<file path="config.mk">
export PLATFORM = sky130hd
export DESIGN_NAME = hall_angle_interpolator
export DESIGN_NICKNAME = d
export VERILOG_FILES = /design/src/hai_pkg.sv /design/src/hai_div.sv /design/src/hai_dp.sv /design/src/hai_ctrl.sv /design/src/hall_angle_interpolator.sv
export SDC_FILE = /design/constraint.sdc
export NUM_CORES = 2
export LEC_CHECK = 0
export BUFFER_PORTS_ARGS = -buffer_cell sky130_fd_sc_hd__buf_2
export CAP_MARGIN = 40
export CELL_PAD_IN_SITES_DETAIL_PLACEMENT = 2
export CELL_PAD_IN_SITES_GLOBAL_PLACEMENT = 2
export CORE_UTILIZATION = 45
export CTS_CLUSTER_DIAMETER = 50
export DETAILED_ROUTE_END_ITERATION = 10
export PLACE_DENSITY_LB_ADDON = 0.12
export SYNTH_ARGS = -nofsm -noshare
export SYNTH_HDL_FRONTEND = slang
export SYNTH_HIERARCHICAL = 1
export SYNTH_SLANG_ARGS = --single-unit
</file>
<file path="constraint.sdc">
create_clock -name aclk -period 22.8 [get_ports aclk]
set_input_delay 5.7 -clock aclk [delete_from_list [all_inputs] [get_ports aclk]]
set_output_delay 5.7 -clock aclk [all_outputs]
set_load 0.01 [all_outputs]
</file>
<file path="src/hai_pkg.sv">
// Shared constants, types and the hall sector table for the hall angle interpolator.
// Used by every module under src; depends on nothing else.
package hai_pkg;

    // Block parameters.
    localparam int CAL_SAMPLES = 10;
    localparam int ADC_BITS    = 12;

    // Field widths.
    localparam int SAMPLE_W   = 12;
    localparam int PERIOD_W   = 16;
    localparam int HALL_W     = 3;
    localparam int CUR_W      = 21;
    localparam int ANGLE_W    = 16;
    localparam int SPEED_W    = 16;
    localparam int GAIN_W     = 8;
    localparam int OFFSET_W   = 16;
    localparam int ACC_W      = 32;
    localparam int CNT_W      = $clog2(CAL_SAMPLES + 1);
    localparam int DIFF_W     = OFFSET_W + 1;
    localparam int PROD_W     = DIFF_W + GAIN_W + 1;

    // Configuration port.
    localparam int CFG_INDEX_W = 1;
    localparam int CFG_DATA_W  = 16;
    localparam logic [CFG_INDEX_W-1:0] CFG_PHASE_OFFSET = 1'd0;
    localparam logic [CFG_INDEX_W-1:0] CFG_CURRENT_GAIN = 1'd1;
    localparam logic [ANGLE_W-1:0]     PHASE_OFFSET_RST = 16'd40050;
    localparam logic [GAIN_W-1:0]      CURRENT_GAIN_RST = 8'd45;

    // Opcodes and hall codes that carry no sector.
    localparam logic OP_ADC_TICK   = 1'b0;
    localparam logic OP_HALL_EVENT = 1'b1;
    localparam logic [HALL_W-1:0] HALL_NONE = 3'd0;
    localparam logic [HALL_W-1:0] HALL_ALL  = 3'd7;

    localparam logic [SAMPLE_W-1:0] ADC_MASK = SAMPLE_W'((1 << ADC_BITS) - 1);

    // Offset averaging: x / CAL_SAMPLES == (x * CAL_RECIP) >> CAL_SHIFT for 16-bit x.
    localparam int CAL_SHIFT   = 24;
    localparam int CAL_RECIP_W = CAL_SHIFT + 1;
    localparam logic [CAL_RECIP_W-1:0] CAL_RECIP =
        CAL_RECIP_W'(((1 << CAL_SHIFT) + CAL_SAMPLES - 1) / CAL_SAMPLES);

    // Step and speed division.
    localparam int DIV_BITS  = 40;
    localparam int DIV_CNT_W = $clog2(DIV_BITS);
    localparam logic [DIV_BITS-1:0] STEP_NUM  = 40'd715827882667;
    localparam logic [DIV_BITS-1:0] SPEED_NUM = 40'd50000000;

    // Stream word layout.
    localparam int S_SAMPLE_A_LSB = 0;
    localparam int S_SAMPLE_B_LSB = S_SAMPLE_A_LSB + SAMPLE_W;
    localparam int S_SAMPLE_C_LSB = S_SAMPLE_B_LSB + SAMPLE_W;
    localparam int S_PERIOD_LSB   = S_SAMPLE_C_LSB + SAMPLE_W;
    localparam int S_HALL_LSB     = S_PERIOD_LSB + PERIOD_W;
    localparam int S_FIELDS_W     = S_HALL_LSB + HALL_W;
    localparam int S_TDATA_W      = ((S_FIELDS_W + 7) / 8) * 8;
    localparam int M_FIELDS_W     = 3 * CUR_W + ANGLE_W + SPEED_W;
    localparam int M_TDATA_W      = ((M_FIELDS_W + 7) / 8) * 8;

    typedef struct packed {
        logic load;
        logic cal_acc;
        logic cal_avg;
        logic tick_run;
        logic div_start;
        logic div_commit;
        logic hall_snap;
        logic emit;
    } hai_cmd_t;

    typedef struct packed {
        logic opcode;
        logic cal_done;
        logic cal_last;
        logic period_zero;
        logic div_done;
        logic out_full;
    } hai_status_t;

    // Sector start angles as 16-bit turn fractions, rounded to nearest.
    function automatic logic [ANGLE_W-1:0] sector_angle(input logic [HALL_W-1:0] hall);
        logic [ANGLE_W-1:0] a;
        unique case (hall)
            3'd1:    a = 16'd54613;
            3'd2:    a = 16'd32768;
            3'd3:    a = 16'd43691;
            3'd4:    a = 16'd10923;
            3'd6:    a = 16'd21845;
            default: a = 16'd0;
        endcase
        return a;
    endfunction

endpackage

</file>
<file path="src/hai_div.sv">
// Radix-2 restoring divider that forms the angle step and the speed from one period.
// Both quotients run side by side, one bit per cycle; uses hai_pkg.
module hai_div
    import hai_pkg::*;
(
    input  logic                aclk,
    input  logic                aresetn,
    input  logic                start,
    input  logic [PERIOD_W-1:0] divisor,
    output logic                done,
    output logic [ACC_W-1:0]    step_q,
    output logic [SPEED_W-1:0]  speed_q
);

    logic                 busy_reg;
    logic                 done_reg;
    logic [DIV_CNT_W-1:0] cnt_reg;
    logic [PERIOD_W-1:0]  divisor_reg;
    logic [DIV_BITS-1:0]  step_num_reg;
    logic [DIV_BITS-1:0]  speed_num_reg;
    logic [PERIOD_W-1:0]  step_rem_reg;
    logic [PERIOD_W-1:0]  speed_rem_reg;
    logic [ACC_W-1:0]     step_q_reg;
    logic [SPEED_W-1:0]   speed_q_reg;
    logic                 step_ovf_reg;
    logic                 speed_ovf_reg;

    logic [PERIOD_W:0]    step_trial;
    logic [PERIOD_W:0]    speed_trial;
    logic                 step_fit;
    logic                 speed_fit;
    logic [PERIOD_W-1:0]  step_rem_next;
    logic [PERIOD_W-1:0]  speed_rem_next;

    always_comb begin
        step_trial  = {step_rem_reg, step_num_reg[DIV_BITS-1]};
        speed_trial = {speed_rem_reg, speed_num_reg[DIV_BITS-1]};
        step_fit    = step_trial >= {1'b0, divisor_reg};
        speed_fit   = speed_trial >= {1'b0, divisor_reg};
        step_rem_next  = step_fit ? PERIOD_W'(step_trial - {1'b0, divisor_reg})
                                  : step_trial[PERIOD_W-1:0];
        speed_rem_next = speed_fit ? PERIOD_W'(speed_trial - {1'b0, divisor_reg})
                                   : speed_trial[PERIOD_W-1:0];
    end

    always_ff @(posedge aclk) begin
        if (!aresetn) begin
            busy_reg <= 1'b0;
            done_reg <= 1'b0;
            cnt_reg  <= '0;
        end else begin
            done_reg <= 1'b0;
            if (start) begin
                busy_reg <= 1'b1;
                cnt_reg  <= DIV_CNT_W'(DIV_BITS - 1);
            end else if (busy_reg) begin
                cnt_reg <= cnt_reg - 1'b1;
                if (cnt_reg == '0) begin
                    busy_reg <= 1'b0;
                    done_reg <= 1'b1;
                end
            end
        end
    end

    // A quotient bit shifted out of the top marks the result for saturation.
    always_ff @(posedge aclk) begin
        if (start) begin
            divisor_reg   <= divisor;
            step_num_reg  <= STEP_NUM;
            speed_num_reg <= SPEED_NUM;
            step_rem_reg  <= '0;
            speed_rem_reg <= '0;
            step_q_reg    <= '0;
            speed_q_reg   <= '0;
            step_ovf_reg  <= 1'b0;
            speed_ovf_reg <= 1'b0;
        end else if (busy_reg) begin
            step_num_reg  <= {step_num_reg[DIV_BITS-2:0], 1'b0};
            speed_num_reg <= {speed_num_reg[DIV_BITS-2:0], 1'b0};
            step_rem_reg  <= step_rem_next;
            speed_rem_reg <= speed_rem_next;
            step_q_reg    <= {step_q_reg[ACC_W-2:0], step_fit};
            speed_q_reg   <= {speed_q_reg[SPEED_W-2:0], speed_fit};
            step_ovf_reg  <= step_ovf_reg | step_q_reg[ACC_W-1];
            speed_ovf_reg <= speed_ovf_reg | speed_q_reg[SPEED_W-1];
        end
    end

    assign done    = done_reg;
    assign step_q  = step_ovf_reg ? '1 : step_q_reg;
    assign speed_q = speed_ovf_reg ? '1 : speed_q_reg;

endmodule

</file>
<file path="src/hai_dp.sv">
// Datapath: input latch, offset calibration, current scaling, angle accumulator,
// configuration registers and the output word register. Uses hai_pkg and hai_div.
module hai_dp
    import hai_pkg::*;
(
    input  logic                   aclk,
    input  logic                   aresetn,
    input  hai_cmd_t               cmd,
    output hai_status_t            status,
    input  logic                   cfg_wr_en,
    input  logic [CFG_INDEX_W-1:0] cfg_index,
    input  logic [CFG_DATA_W-1:0]  cfg_data,
    input  logic                   opcode,
    input  logic [SAMPLE_W-1:0]    sample_a,
    input  logic [SAMPLE_W-1:0]    sample_b,
    input  logic [SAMPLE_W-1:0]    sample_c,
    input  logic [PERIOD_W-1:0]    capture_period,
    input  logic [HALL_W-1:0]      hall_state,
    input  logic                   out_ready,
    output logic                   out_valid,
    output logic [CUR_W-1:0]       current_a,
    output logic [CUR_W-1:0]       current_b,
    output logic [CUR_W-1:0]       current_c,
    output logic [ANGLE_W-1:0]     angle,
    output logic [SPEED_W-1:0]     speed,
    output logic                   calibrated
);

    logic                opcode_reg;
    logic [SAMPLE_W-1:0] samp_reg [3];
    logic [PERIOD_W-1:0] period_reg;
    logic [HALL_W-1:0]   hall_reg;

    logic [ANGLE_W-1:0]  phase_offset_reg;
    logic [GAIN_W-1:0]   gain_reg;

    logic [CNT_W-1:0]    cal_count_reg;
    logic                cal_done_reg;
    logic [OFFSET_W-1:0] off_reg [3];
    logic [ACC_W-1:0]    acc_reg;
    logic [ACC_W-1:0]    step_reg;
    logic [SPEED_W-1:0]  speed_reg;
    logic [CUR_W-1:0]    cur_reg [3];

    logic                out_valid_reg;
    logic [CUR_W-1:0]    out_cur_reg [3];
    logic [ANGLE_W-1:0]  out_angle_reg;
    logic [SPEED_W-1:0]  out_speed_reg;
    logic                out_cal_reg;

    logic [SAMPLE_W-1:0]             samp_in [3];
    logic signed [DIFF_W-1:0]        diff [3];
    logic signed [GAIN_W:0]          gain_s;
    logic signed [PROD_W-1:0]        prod [3];
    logic [OFFSET_W+CAL_RECIP_W-1:0] avg_prod [3];
    logic [CNT_W:0]                  cal_count_inc;
    logic [ANGLE_W-1:0]              snap_angle;
    logic                            hall_valid;
    logic                            div_done;
    logic [ACC_W-1:0]                div_step;
    logic [SPEED_W-1:0]              div_speed;

    hai_div u_div (
        .aclk    (aclk),
        .aresetn (aresetn),
        .start   (cmd.div_start),
        .divisor (period_reg),
        .done    (div_done),
        .step_q  (div_step),
        .speed_q (div_speed)
    );

    always_comb begin
        samp_in[0] = sample_a & ADC_MASK;
        samp_in[1] = sample_b & ADC_MASK;
        samp_in[2] = sample_c & ADC_MASK;
        gain_s     = $signed({1'b0, gain_reg});
        for (int i = 0; i < 3; i++) begin
            diff[i]     = $signed(DIFF_W'(samp_reg[i])) - $signed(DIFF_W'(off_reg[i]));
            prod[i]     = diff[i] * gain_s;
            avg_prod[i] = off_reg[i] * CAL_RECIP;
        end
        cal_count_inc = {1'b0, cal_count_reg} + 1'b1;
        snap_angle    = sector_angle(hall_reg) + phase_offset_reg;
        hall_valid    = (hall_reg != HALL_NONE) && (hall_reg != HALL_ALL);
    end

    always_comb begin
        status.opcode      = opcode_reg;
        status.cal_done    = cal_done_reg;
        status.cal_last    = cal_count_inc >= (CNT_W + 1)'(CAL_SAMPLES);
        status.period_zero = period_reg == '0;
        status.div_done    = div_done;
        status.out_full    = out_valid_reg && !out_ready;
    end

    // Input latch, current lanes and the output word carry no reset.
    always_ff @(posedge aclk) begin
        if (cmd.load) begin
            opcode_reg <= opcode;
            period_reg <= capture_period;
            hall_reg   <= hall_state;
            for (int i = 0; i < 3; i++) begin
                samp_reg[i] <= samp_in[i];
                cur_reg[i]  <= '0;
            end
        end else if (cmd.tick_run) begin
            for (int i = 0; i < 3; i++) begin
                cur_reg[i] <= prod[i][CUR_W-1:0];
            end
        end
        if (cmd.emit) begin
            for (int i = 0; i < 3; i++) begin
                out_cur_reg[i] <= cur_reg[i];
            end
            out_angle_reg <= acc_reg[ACC_W-1 -: ANGLE_W];
            out_speed_reg <= speed_reg;
            out_cal_reg   <= cal_done_reg;
        end
    end

    always_ff @(posedge aclk) begin
        if (!aresetn) begin
            phase_offset_reg <= PHASE_OFFSET_RST;
            gain_reg         <= CURRENT_GAIN_RST;
            cal_count_reg    <= '0;
            cal_done_reg     <= 1'b0;
            acc_reg          <= '0;
            step_reg         <= '0;
            speed_reg        <= '0;
            out_valid_reg    <= 1'b0;
            for (int i = 0; i < 3; i++) begin
                off_reg[i] <= '0;
            end
        end else begin
            if (cfg_wr_en) begin
                unique case (cfg_index)
                    CFG_PHASE_OFFSET: phase_offset_reg <= cfg_data[ANGLE_W-1:0];
                    CFG_CURRENT_GAIN: gain_reg         <= cfg_data[GAIN_W-1:0];
                endcase
            end
            if (cmd.cal_acc) begin
                cal_count_reg <= cal_count_inc[CNT_W-1:0];
                for (int i = 0; i < 3; i++) begin
                    off_reg[i] <= off_reg[i] + OFFSET_W'(samp_reg[i]);
                end
            end
            if (cmd.cal_avg) begin
                cal_done_reg <= 1'b1;
                for (int i = 0; i < 3; i++) begin
                    off_reg[i] <= avg_prod[i][CAL_SHIFT +: OFFSET_W];
                end
            end
            if (cmd.tick_run) begin
                acc_reg <= acc_reg + step_reg;
            end
            if (cmd.div_commit) begin
                step_reg  <= div_step;
                speed_reg <= div_speed;
            end
            if (cmd.hall_snap && hall_valid) begin
                acc_reg <= {snap_angle, {(ACC_W - ANGLE_W){1'b0}}};
            end
            if (cmd.emit) begin
                out_valid_reg <= 1'b1;
            end else if (out_ready) begin
                out_valid_reg <= 1'b0;
            end
        end
    end

    assign out_valid  = out_valid_reg;
    assign current_a  = out_cur_reg[0];
    assign current_b  = out_cur_reg[1];
    assign current_c  = out_cur_reg[2];
    assign angle      = out_angle_reg;
    assign speed      = out_speed_reg;
    assign calibrated = out_cal_reg;

`ifndef SYNTHESIS
    a_cal_count_bound: assert property (@(posedge aclk) disable iff (!aresetn)
        cal_count_reg <= CNT_W'(CAL_SAMPLES))
        else $error("calibration count ran past the sample count");

    a_cal_done_sticky: assert property (@(posedge aclk) disable iff (!aresetn)
        !$fell(cal_done_reg))
        else $error("calibrated flag dropped without reset");

    a_cal_done_count: assert property (@(posedge aclk) disable iff (!aresetn)
        cal_done_reg |-> cal_count_reg == CNT_W'(CAL_SAMPLES))
        else $error("calibration finished with a short sample count");

    a_emit_only_when_free: assert property (@(posedge aclk) disable iff (!aresetn)
        cmd.emit |-> !(out_valid_reg && !out_ready))
        else $error("output word overwritten while stalled");
`endif

endmodule

</file>
<file path="src/hai_ctrl.sv">
// Controller state machine: sequences one word at a time through the datapath.
// Drives hai_cmd_t and reads hai_status_t from hai_pkg.
module hai_ctrl
    import hai_pkg::*;
(
    input  logic        aclk,
    input  logic        aresetn,
    input  logic        in_valid,
    output logic        in_ready,
    input  hai_status_t status,
    output hai_cmd_t    cmd
);

    typedef enum logic [2:0] {
        ST_IDLE,
        ST_DISPATCH,
        ST_CAL_AVG,
        ST_DIV_WAIT,
        ST_EMIT
    } state_t;

    state_t state_reg;
    state_t state_next;

    always_comb begin
        state_next = state_reg;
        cmd        = '0;
        unique case (state_reg)
            ST_IDLE: begin
                if (in_valid) begin
                    cmd.load   = 1'b1;
                    state_next = ST_DISPATCH;
                end
            end
            ST_DISPATCH: begin
                if (status.opcode == OP_ADC_TICK) begin
                    if (!status.cal_done) begin
                        cmd.cal_acc = 1'b1;
                        state_next  = status.cal_last ? ST_CAL_AVG : ST_EMIT;
                    end else begin
                        cmd.tick_run = 1'b1;
                        state_next   = ST_EMIT;
                    end
                end else if (status.period_zero) begin
                    cmd.hall_snap = 1'b1;
                    state_next    = ST_EMIT;
                end else begin
                    cmd.div_start = 1'b1;
                    state_next    = ST_DIV_WAIT;
                end
            end
            ST_CAL_AVG: begin
                cmd.cal_avg = 1'b1;
                state_next  = ST_EMIT;
            end
            ST_DIV_WAIT: begin
                if (status.div_done) begin
                    cmd.div_commit = 1'b1;
                    cmd.hall_snap  = 1'b1;
                    state_next     = ST_EMIT;
                end
            end
            ST_EMIT: begin
                if (!status.out_full) begin
                    cmd.emit   = 1'b1;
                    state_next = ST_IDLE;
                end
            end
            default: state_next = ST_IDLE;
        endcase
    end

    always_ff @(posedge aclk) begin
        if (!aresetn) begin
            state_reg <= ST_IDLE;
        end else begin
            state_reg <= state_next;
        end
    end

    assign in_ready = state_reg == ST_IDLE;

endmodule

</file>
<file path="src/hall_angle_interpolator.sv">
// Hall angle interpolator: rotor angle from three hall sensors plus calibrated
// phase currents. Top level; uses hai_pkg, hai_ctrl and hai_dp.
//
// Usage:
//   The s_axis channel takes one word per event. tuser selects the kind: an ADC
//   tick carries three phase samples, a hall event carries the capture period and
//   the hall code. Every accepted word yields exactly one m_axis word holding the
//   three scaled currents, the angle, the speed, and the calibrated flag in tuser.
//   The first CAL_SAMPLES ticks average the phase offsets and report zero currents.
//   Words are handled one at a time. An ADC tick passes the dispatch and emit states
//   (and the calibration-average state on the tick that ends calibration), as does a
//   hall event with a zero period; a nonzero period also waits in the divide-wait state
//   on the 40-step bit-serial divider for the step and speed quotients. s_axis_tready
//   rises at the edge that loads the result, so the next word can enter while a
//   result still waits. If m_axis is stalled, the finished word holds and the
//   following result waits in the controller until it frees.
//   The configuration port (cfg_wr_en, cfg_index, cfg_data) writes phase_offset
//   and current_gain; write only while the block is idle. Synchronous active-low
//   reset clears the control, calibration and angle state and restores the register
//   defaults; no word is pending after reset.
module hall_angle_interpolator
    import hai_pkg::*;
(
    input  logic                   aclk,
    input  logic                   aresetn,
    input  logic                   s_axis_tvalid,
    output logic                   s_axis_tready,
    // sample_a[11:0], sample_b[23:12], sample_c[35:24], capture_period[51:36],
    // hall_state[54:52], zero fill above
    input  logic [S_TDATA_W-1:0]   s_axis_tdata,
    // opcode
    input  logic                   s_axis_tuser,
    output logic                   m_axis_tvalid,
    input  logic                   m_axis_tready,
    // current_a[20:0], current_b[41:21], current_c[62:42], angle[78:63],
    // speed[94:79], zero fill above
    output logic [M_TDATA_W-1:0]   m_axis_tdata,
    // calibrated
    output logic                   m_axis_tuser,
    input  logic                   cfg_wr_en,
    input  logic [CFG_INDEX_W-1:0] cfg_index,
    input  logic [CFG_DATA_W-1:0]  cfg_data
);

    hai_cmd_t           cmd;
    hai_status_t        status;
    logic [CUR_W-1:0]   current_a;
    logic [CUR_W-1:0]   current_b;
    logic [CUR_W-1:0]   current_c;
    logic [ANGLE_W-1:0] angle;
    logic [SPEED_W-1:0] speed;

    hai_ctrl u_ctrl (
        .aclk     (aclk),
        .aresetn  (aresetn),
        .in_valid (s_axis_tvalid),
        .in_ready (s_axis_tready),
        .status   (status),
        .cmd      (cmd)
    );

    hai_dp u_dp (
        .aclk           (aclk),
        .aresetn        (aresetn),
        .cmd            (cmd),
        .status         (status),
        .cfg_wr_en      (cfg_wr_en),
        .cfg_index      (cfg_index),
        .cfg_data       (cfg_data),
        .opcode         (s_axis_tuser),
        .sample_a       (s_axis_tdata[S_SAMPLE_A_LSB +: SAMPLE_W]),
        .sample_b       (s_axis_tdata[S_SAMPLE_B_LSB +: SAMPLE_W]),
        .sample_c       (s_axis_tdata[S_SAMPLE_C_LSB +: SAMPLE_W]),
        .capture_period (s_axis_tdata[S_PERIOD_LSB +: PERIOD_W]),
        .hall_state     (s_axis_tdata[S_HALL_LSB +: HALL_W]),
        .out_ready      (m_axis_tready),
        .out_valid      (m_axis_tvalid),
        .current_a      (current_a),
        .current_b      (current_b),
        .current_c      (current_c),
        .angle          (angle),
        .speed          (speed),
        .calibrated     (m_axis_tuser)
    );

    assign m_axis_tdata = M_TDATA_W'({speed, angle, current_c, current_b, current_a});

endmodule

</file>
==> impl_metrics.xml <==
<?xml version="1.0" encoding="UTF-8"?>
<metrics>
  <group name="outcome">
    <metric name="outcome" unit="">completed</metric>
  </group>
  <group name="finish">
    <metric name="final_layout_size_suffix_gt1_share" unit="%">8.80</metric>
    <metric name="layout.nets" unit="">6748</metric>
    <metric name="multi_input_area" unit="µm²">33900</metric>
    <metric name="sequential_cell_area" unit="µm²">13800</metric>
    <metric name="layout.filler_cells" unit="">11900</metric>
    <metric name="synthToLayoutAreaGrowth" unit="%">11.3</metric>
    <metric name="final_cell_area" unit="µm²">57700</metric>
  </group>
  <group name="synthesis">
    <metric name="synth_edf_count" unit="">270</metric>
    <metric name="netlist_instances" unit="">5341</metric>
    <metric name="synth_compound_area_share" unit="%">8.55</metric>
    <metric name="synthArstFlopShare" unit="%">0</metric>
    <metric name="synth_top_area_share" unit="%">19.6</metric>
    <metric name="top_area_cells_in_the_synthesized_netlist" unit="">sky130_fd_sc_hd__fa_1 20%, sky130_fd_sc_hd__ha_1 16%, sky130_fd_sc_hd__edfxtp_1 16%</metric>
    <metric name="synth_nets" unit="">6592</metric>
    <metric name="synth-xor-area-share" unit="%">4.35</metric>
    <metric name="synth_seq_cells" unit="">554</metric>
    <metric name="synth-warning-count" unit="">6</metric>
    <metric name="yosys.area_share.simple" unit="%">12.6</metric>
    <metric name="muxShareOfSynthArea" unit="%">4.01</metric>
    <metric name="postSynthAreaPerCell" unit="µm²">9.71</metric>
    <metric name="synthesis.area" unit="µm²">51900</metric>
    <metric name="synth_top_family_by_area" unit="">adder cells</metric>
    <metric name="synth_ff_type" unit="">sky130_fd_sc_hd__dfxtp_1</metric>
    <metric name="synth_largest_area_cell" unit="">sky130_fd_sc_hd__fa_1</metric>
    <metric name="synth.distinct_cells" unit="">95</metric>
    <metric name="synthAdderAreaFrac" unit="%">35.6</metric>
    <metric name="synth_sequential_area_ratio" unit="%">26.6</metric>
  </group>
  <group name="worst_setup_path">
    <metric name="critPathRequiredTime" unit="ns">23.33</metric>
    <metric name="critPathLaunchType" unit="">register</metric>
    <metric name="rr_startpoint" unit="">u_dp/off_reg[0][33]</metric>
    <metric name="timing.critical_path.to_type" unit="">register</metric>
    <metric name="cp_max_fo" unit="">8</metric>
    <metric name="cp-startpoint" unit="">u_dp/off_reg[0][33]</metric>
    <metric name="criticalPathCategory" unit="">reg2reg</metric>
    <metric name="cp_data_arrival_time" unit="ns">8.94</metric>
  </group>
  <group name="sta">
    <metric name="final.setup_skew" unit="ns">0.0602</metric>
    <metric name="drv_slew" unit="">0</metric>
    <metric name="max_freq" unit="GHz">0.119</metric>
    <metric name="timing.final.crit_share" unit="%">36.9</metric>
    <metric name="timing.slew.headroom" unit="%">32.5</metric>
    <metric name="finalSetupTns" unit="ns">0</metric>
    <metric name="final_critical_path_time_including_i_o_delays_and_setup" unit="ns">8.41</metric>
    <metric name="final-setup-viol-count" unit="">0</metric>
    <metric name="max_slew.worst_pin.slew" unit="ns">1.01</metric>
    <metric name="unrepaired_setup_endpoints_after_global_routing" unit="">false</metric>
    <metric name="final-hold-violation-count" unit="">0</metric>
  </group>
  <group name="routing">
    <metric name="drt-pass1-iter-count" unit="">5</metric>
    <metric name="dr.max_layer_used" unit="">met5</metric>
    <metric name="finalWirelength" unit="µm">173000</metric>
    <metric name="met3_length" unit="µm">4890</metric>
    <metric name="met2WireLength" unit="µm">93400</metric>
    <metric name="wl_per_cell" unit="µm">24.4</metric>
    <metric name="remaining_drc_errors" unit="">0</metric>
    <metric name="drt_iter0_markers" unit="">1501</metric>
    <metric name="route.layer.met1.wl" unit="µm">67100</metric>
    <metric name="detail-route-antenna-nets" unit="">0</metric>
    <metric name="routed_via_density" unit="">5.52</metric>
    <metric name="detailroute.via_count" unit="">39100</metric>
  </group>
  <group name="flow_run">
    <metric name="max_cap_violations" unit="">0</metric>
  </group>
  <group name="min_path">
    <metric name="hold_path_startpoint" unit="">u_dp/cur_reg[0][59]</metric>
    <metric name="hp-class" unit="">reg2reg</metric>
  </group>
  <group name="cts">
    <metric name="clock_pin_slew_on_the_worst_setup_and_hold_paths" unit="ns">0.06</metric>
    <metric name="post_cts_hold_buffer_count" unit="">0</metric>
    <metric name="max_root_sink_buffers" unit="">3</metric>
    <metric name="ctsRootBufferMaster" unit="">sky130_fd_sc_hd__clkbuf_16</metric>
    <metric name="post_cts_resized" unit="">0</metric>
    <metric name="clock_latency_reported_for_the_late_side_of_the_worst_skew_pair" unit="ns">0.70</metric>
    <metric name="cts_sinks" unit="">554</metric>
    <metric name="clock_tree.htree_level_count" unit="">3</metric>
    <metric name="post-cts-setup-buffers" unit="">0</metric>
    <metric name="cts_tree" unit="">done</metric>
    <metric name="cts-buffers-inserted" unit="">88</metric>
  </group>
  <group name="die">
    <metric name="die_x" unit="µm">342</metric>
    <metric name="row_count" unit="">124</metric>
    <metric name="core-area" unit="µm²">114000</metric>
    <metric name="initial_core_util" unit="%">45.4</metric>
    <metric name="ios" unit="">178</metric>
    <metric name="floorplan.die_area" unit="µm²">117000</metric>
    <metric name="die_y" unit="µm">342</metric>
  </group>
  <group name="power">
    <metric name="power.density_cell_area" unit="nW/µm²">171</metric>
    <metric name="total_power" unit="mW">9.90</metric>
    <metric name="p_leak" unit="nW">27.8</metric>
    <metric name="worst_ir_drop_vdd" unit="µV">129</metric>
  </group>
  <group name="grt">
    <metric name="wire_length_of_the_first_global_routing_pass" unit="µm">271000</metric>
    <metric name="globalRouteOverflowTotal" unit="">0</metric>
    <metric name="antenna_found_initial" unit="">5</metric>
    <metric name="grt_pass1_vias" unit="">46700</metric>
    <metric name="grt_start_max_net_pins" unit="">74</metric>
    <metric name="combined_global_route_utilization_of_all_metal_layers" unit="%">30.1</metric>
  </group>
  <group name="placed_design">
    <metric name="gp_congestion" unit="">0.833</metric>
    <metric name="dpl-instance-area" unit="µm²">54600</metric>
    <metric name="dp_hpwl" unit="µm">127000</metric>
    <metric name="port_buffers" unit="">175</metric>
  </group>
</metrics>
## cells in the final DEF, fill, tap and decap left out, types with 53 or more instances in the layout
| master | synthesis | final |
|---|---|---|
| sky130_fd_sc_hd__inv_1 | 947 | 946 |
| sky130_fd_sc_hd__ha_1 | 664 | 664 |
| sky130_fd_sc_hd__fa_1 | 508 | 508 |
| sky130_fd_sc_hd__nor2_1 | 400 | 399 |
| sky130_fd_sc_hd__nand2_1 | 388 | 387 |
| sky130_fd_sc_hd__dfxtp_1 | 284 | 278 |
| sky130_fd_sc_hd__edfxtp_1 | 270 | 270 |
| sky130_fd_sc_hd__mux2i_1 | 207 | 207 |
| sky130_fd_sc_hd__a21oi_1 | 180 | 180 |
| sky130_fd_sc_hd__buf_2 | 5 | 175 |
| sky130_fd_sc_hd__xnor2_1 | 173 | 173 |
| sky130_fd_sc_hd__and2_1 | 170 | 170 |
| sky130_fd_sc_hd__o21ai_0 | 100 | 100 |
| sky130_fd_sc_hd__clkbuf_16 | 0 | 93 |
| sky130_fd_sc_hd__nor2b_1 | 75 | 75 |
| sky130_fd_sc_hd__xor2_1 | 72 | 72 |
| sky130_fd_sc_hd__nor3_1 | 66 | 66 |
| sky130_fd_sc_hd__or2_2 | 63 | 62 |
| sky130_fd_sc_hd__a211oi_1 | 58 | 58 |
| sky130_fd_sc_hd__nand3_1 | 55 | 55 |
| sky130_fd_sc_hd__a21o_1 | 55 | 55 |
| sky130_fd_sc_hd__buf_4 | 7 | 53 |
## critical path, stage by stage (launching register included)
cell and delay, ns:
sky130_fd_sc_hd__edfxtp_1 0.55, sky130_fd_sc_hd__inv_1 0.16, sky130_fd_sc_hd__ha_1 0.32, sky130_fd_sc_hd__nor2b_1 0.22
sky130_fd_sc_hd__o31a_1 0.23, sky130_fd_sc_hd__o41ai_1 0.11, sky130_fd_sc_hd__o21ai_0 0.40, sky130_fd_sc_hd__o21ai_0 0.20
sky130_fd_sc_hd__xnor2_1 0.72, sky130_fd_sc_hd__nand2_1 0.23, sky130_fd_sc_hd__fa_1 0.58, sky130_fd_sc_hd__inv_1 0.08
sky130_fd_sc_hd__fa_1 0.50, sky130_fd_sc_hd__fa_1 0.59, sky130_fd_sc_hd__inv_1 0.07, sky130_fd_sc_hd__fa_1 0.49
sky130_fd_sc_hd__inv_1 0.05, sky130_fd_sc_hd__ha_1 0.36, sky130_fd_sc_hd__a21o_1 0.24, sky130_fd_sc_hd__nor3_1 0.22
sky130_fd_sc_hd__a21oi_1 0.18, sky130_fd_sc_hd__a41oi_1 0.35, sky130_fd_sc_hd__a21oi_1 0.19, sky130_fd_sc_hd__a31oi_1 0.38
sky130_fd_sc_hd__xnor2_1 0.17, sky130_fd_sc_hd__xnor3_1 0.51, sky130_fd_sc_hd__nor2_1 0.13
## through the flow
stage	setup WS, ns	cells	hold slack [ns]	util [%]
floorplan	6.36	5341	0.400	-
global placement	14.80	6905	0.402	47.5
detailed placement	14.58	6919	0.407	47.7
CTS	14.30	7083	0.420	50.5
global route	13.91	7083	0.421	50.5
finish	14.39	7084	0.418	50.5
## per-layer routing
layer | GRT usage, % | vias to the layer above
li1 | - | 17800
met3 | 3.33 | 381
met5 | 0 | -
met1 | 33.5 | 20200
met2 | 57.3 | 704
met4 | 13.1 | 2
## area by class of cell
type                       count  share of cell area, %
clock buffer                 106                   4.18
clock inverter                58                   1.34
sequential                   554                   23.9
timing repair buffer         237                   2.49
tap                         1512                   3.28
inverter                     948                   6.16
antenna                        1                0.00433
multi-input combinational   3668                   58.6
## report_power, final
group | leakage [nW] | switching, mW | internal [mW]
Combinational | 21.3 | 4.26 | 2.91
Sequential | 4.92 | 0.106 | 1.17
Clock | 1.54 | 0.572 | 0.886
Total | 27.8 | 4.93 | 4.97
## cells by family after synthesis
group / after synthesis
and+or+nand+nor: 1367
adders and majority gates: 1172
buffers and inverters: 1119
AOI/OAI and AO/OA: 670
DFF: 554
xor gates and xnor gates: 250
muxes: 208
other: 1
## cell usage after synthesis (12+ instances only)
master                     count
sky130_fd_sc_hd__clkbuf_1    137
sky130_fd_sc_hd__dfxtp_1     284
sky130_fd_sc_hd__nor4_1       15
sky130_fd_sc_hd__nand4_1      17
sky130_fd_sc_hd__a31oi_1      25
sky130_fd_sc_hd__and3_1       21
sky130_fd_sc_hd__nand3_1      55
sky130_fd_sc_hd__xor2_1       72
sky130_fd_sc_hd__o21a_1       32
sky130_fd_sc_hd__a211oi_1     58
sky130_fd_sc_hd__and2_1      170
sky130_fd_sc_hd__nor2b_1      75
sky130_fd_sc_hd__o211ai_1     21
sky130_fd_sc_hd__or2_2        63
sky130_fd_sc_hd__a211o_1      12
sky130_fd_sc_hd__o21bai_1     26
sky130_fd_sc_hd__nand2_1     388
sky130_fd_sc_hd__o31ai_1      15
sky130_fd_sc_hd__o31a_1       13
sky130_fd_sc_hd__xnor2_1     173
sky130_fd_sc_hd__nor3_1       66
sky130_fd_sc_hd__nand2b_1     39
sky130_fd_sc_hd__nor2_1      400
sky130_fd_sc_hd__fa_1        508
sky130_fd_sc_hd__a21oi_1     180
sky130_fd_sc_hd__inv_1       947
sky130_fd_sc_hd__o22ai_1      35
sky130_fd_sc_hd__buf_1        18
sky130_fd_sc_hd__o21ai_0     100
sky130_fd_sc_hd__ha_1        664
sky130_fd_sc_hd__mux2i_1     207
sky130_fd_sc_hd__edfxtp_1    270
sky130_fd_sc_hd__a21o_1       55
## final timing paths
check                             to  slack, ns  cells past startpoint
min reg2reg  u_dp/out_cur_reg[0][59]       0.42                      0
max reg2reg      u_dp/cur_reg[0][62]      14.39                     26
min          u_dp/out_cur_reg[0][59]       0.42                      0
max              u_dp/cur_reg[0][62]      14.39                     26
Power figures use the tool's default switching activity.
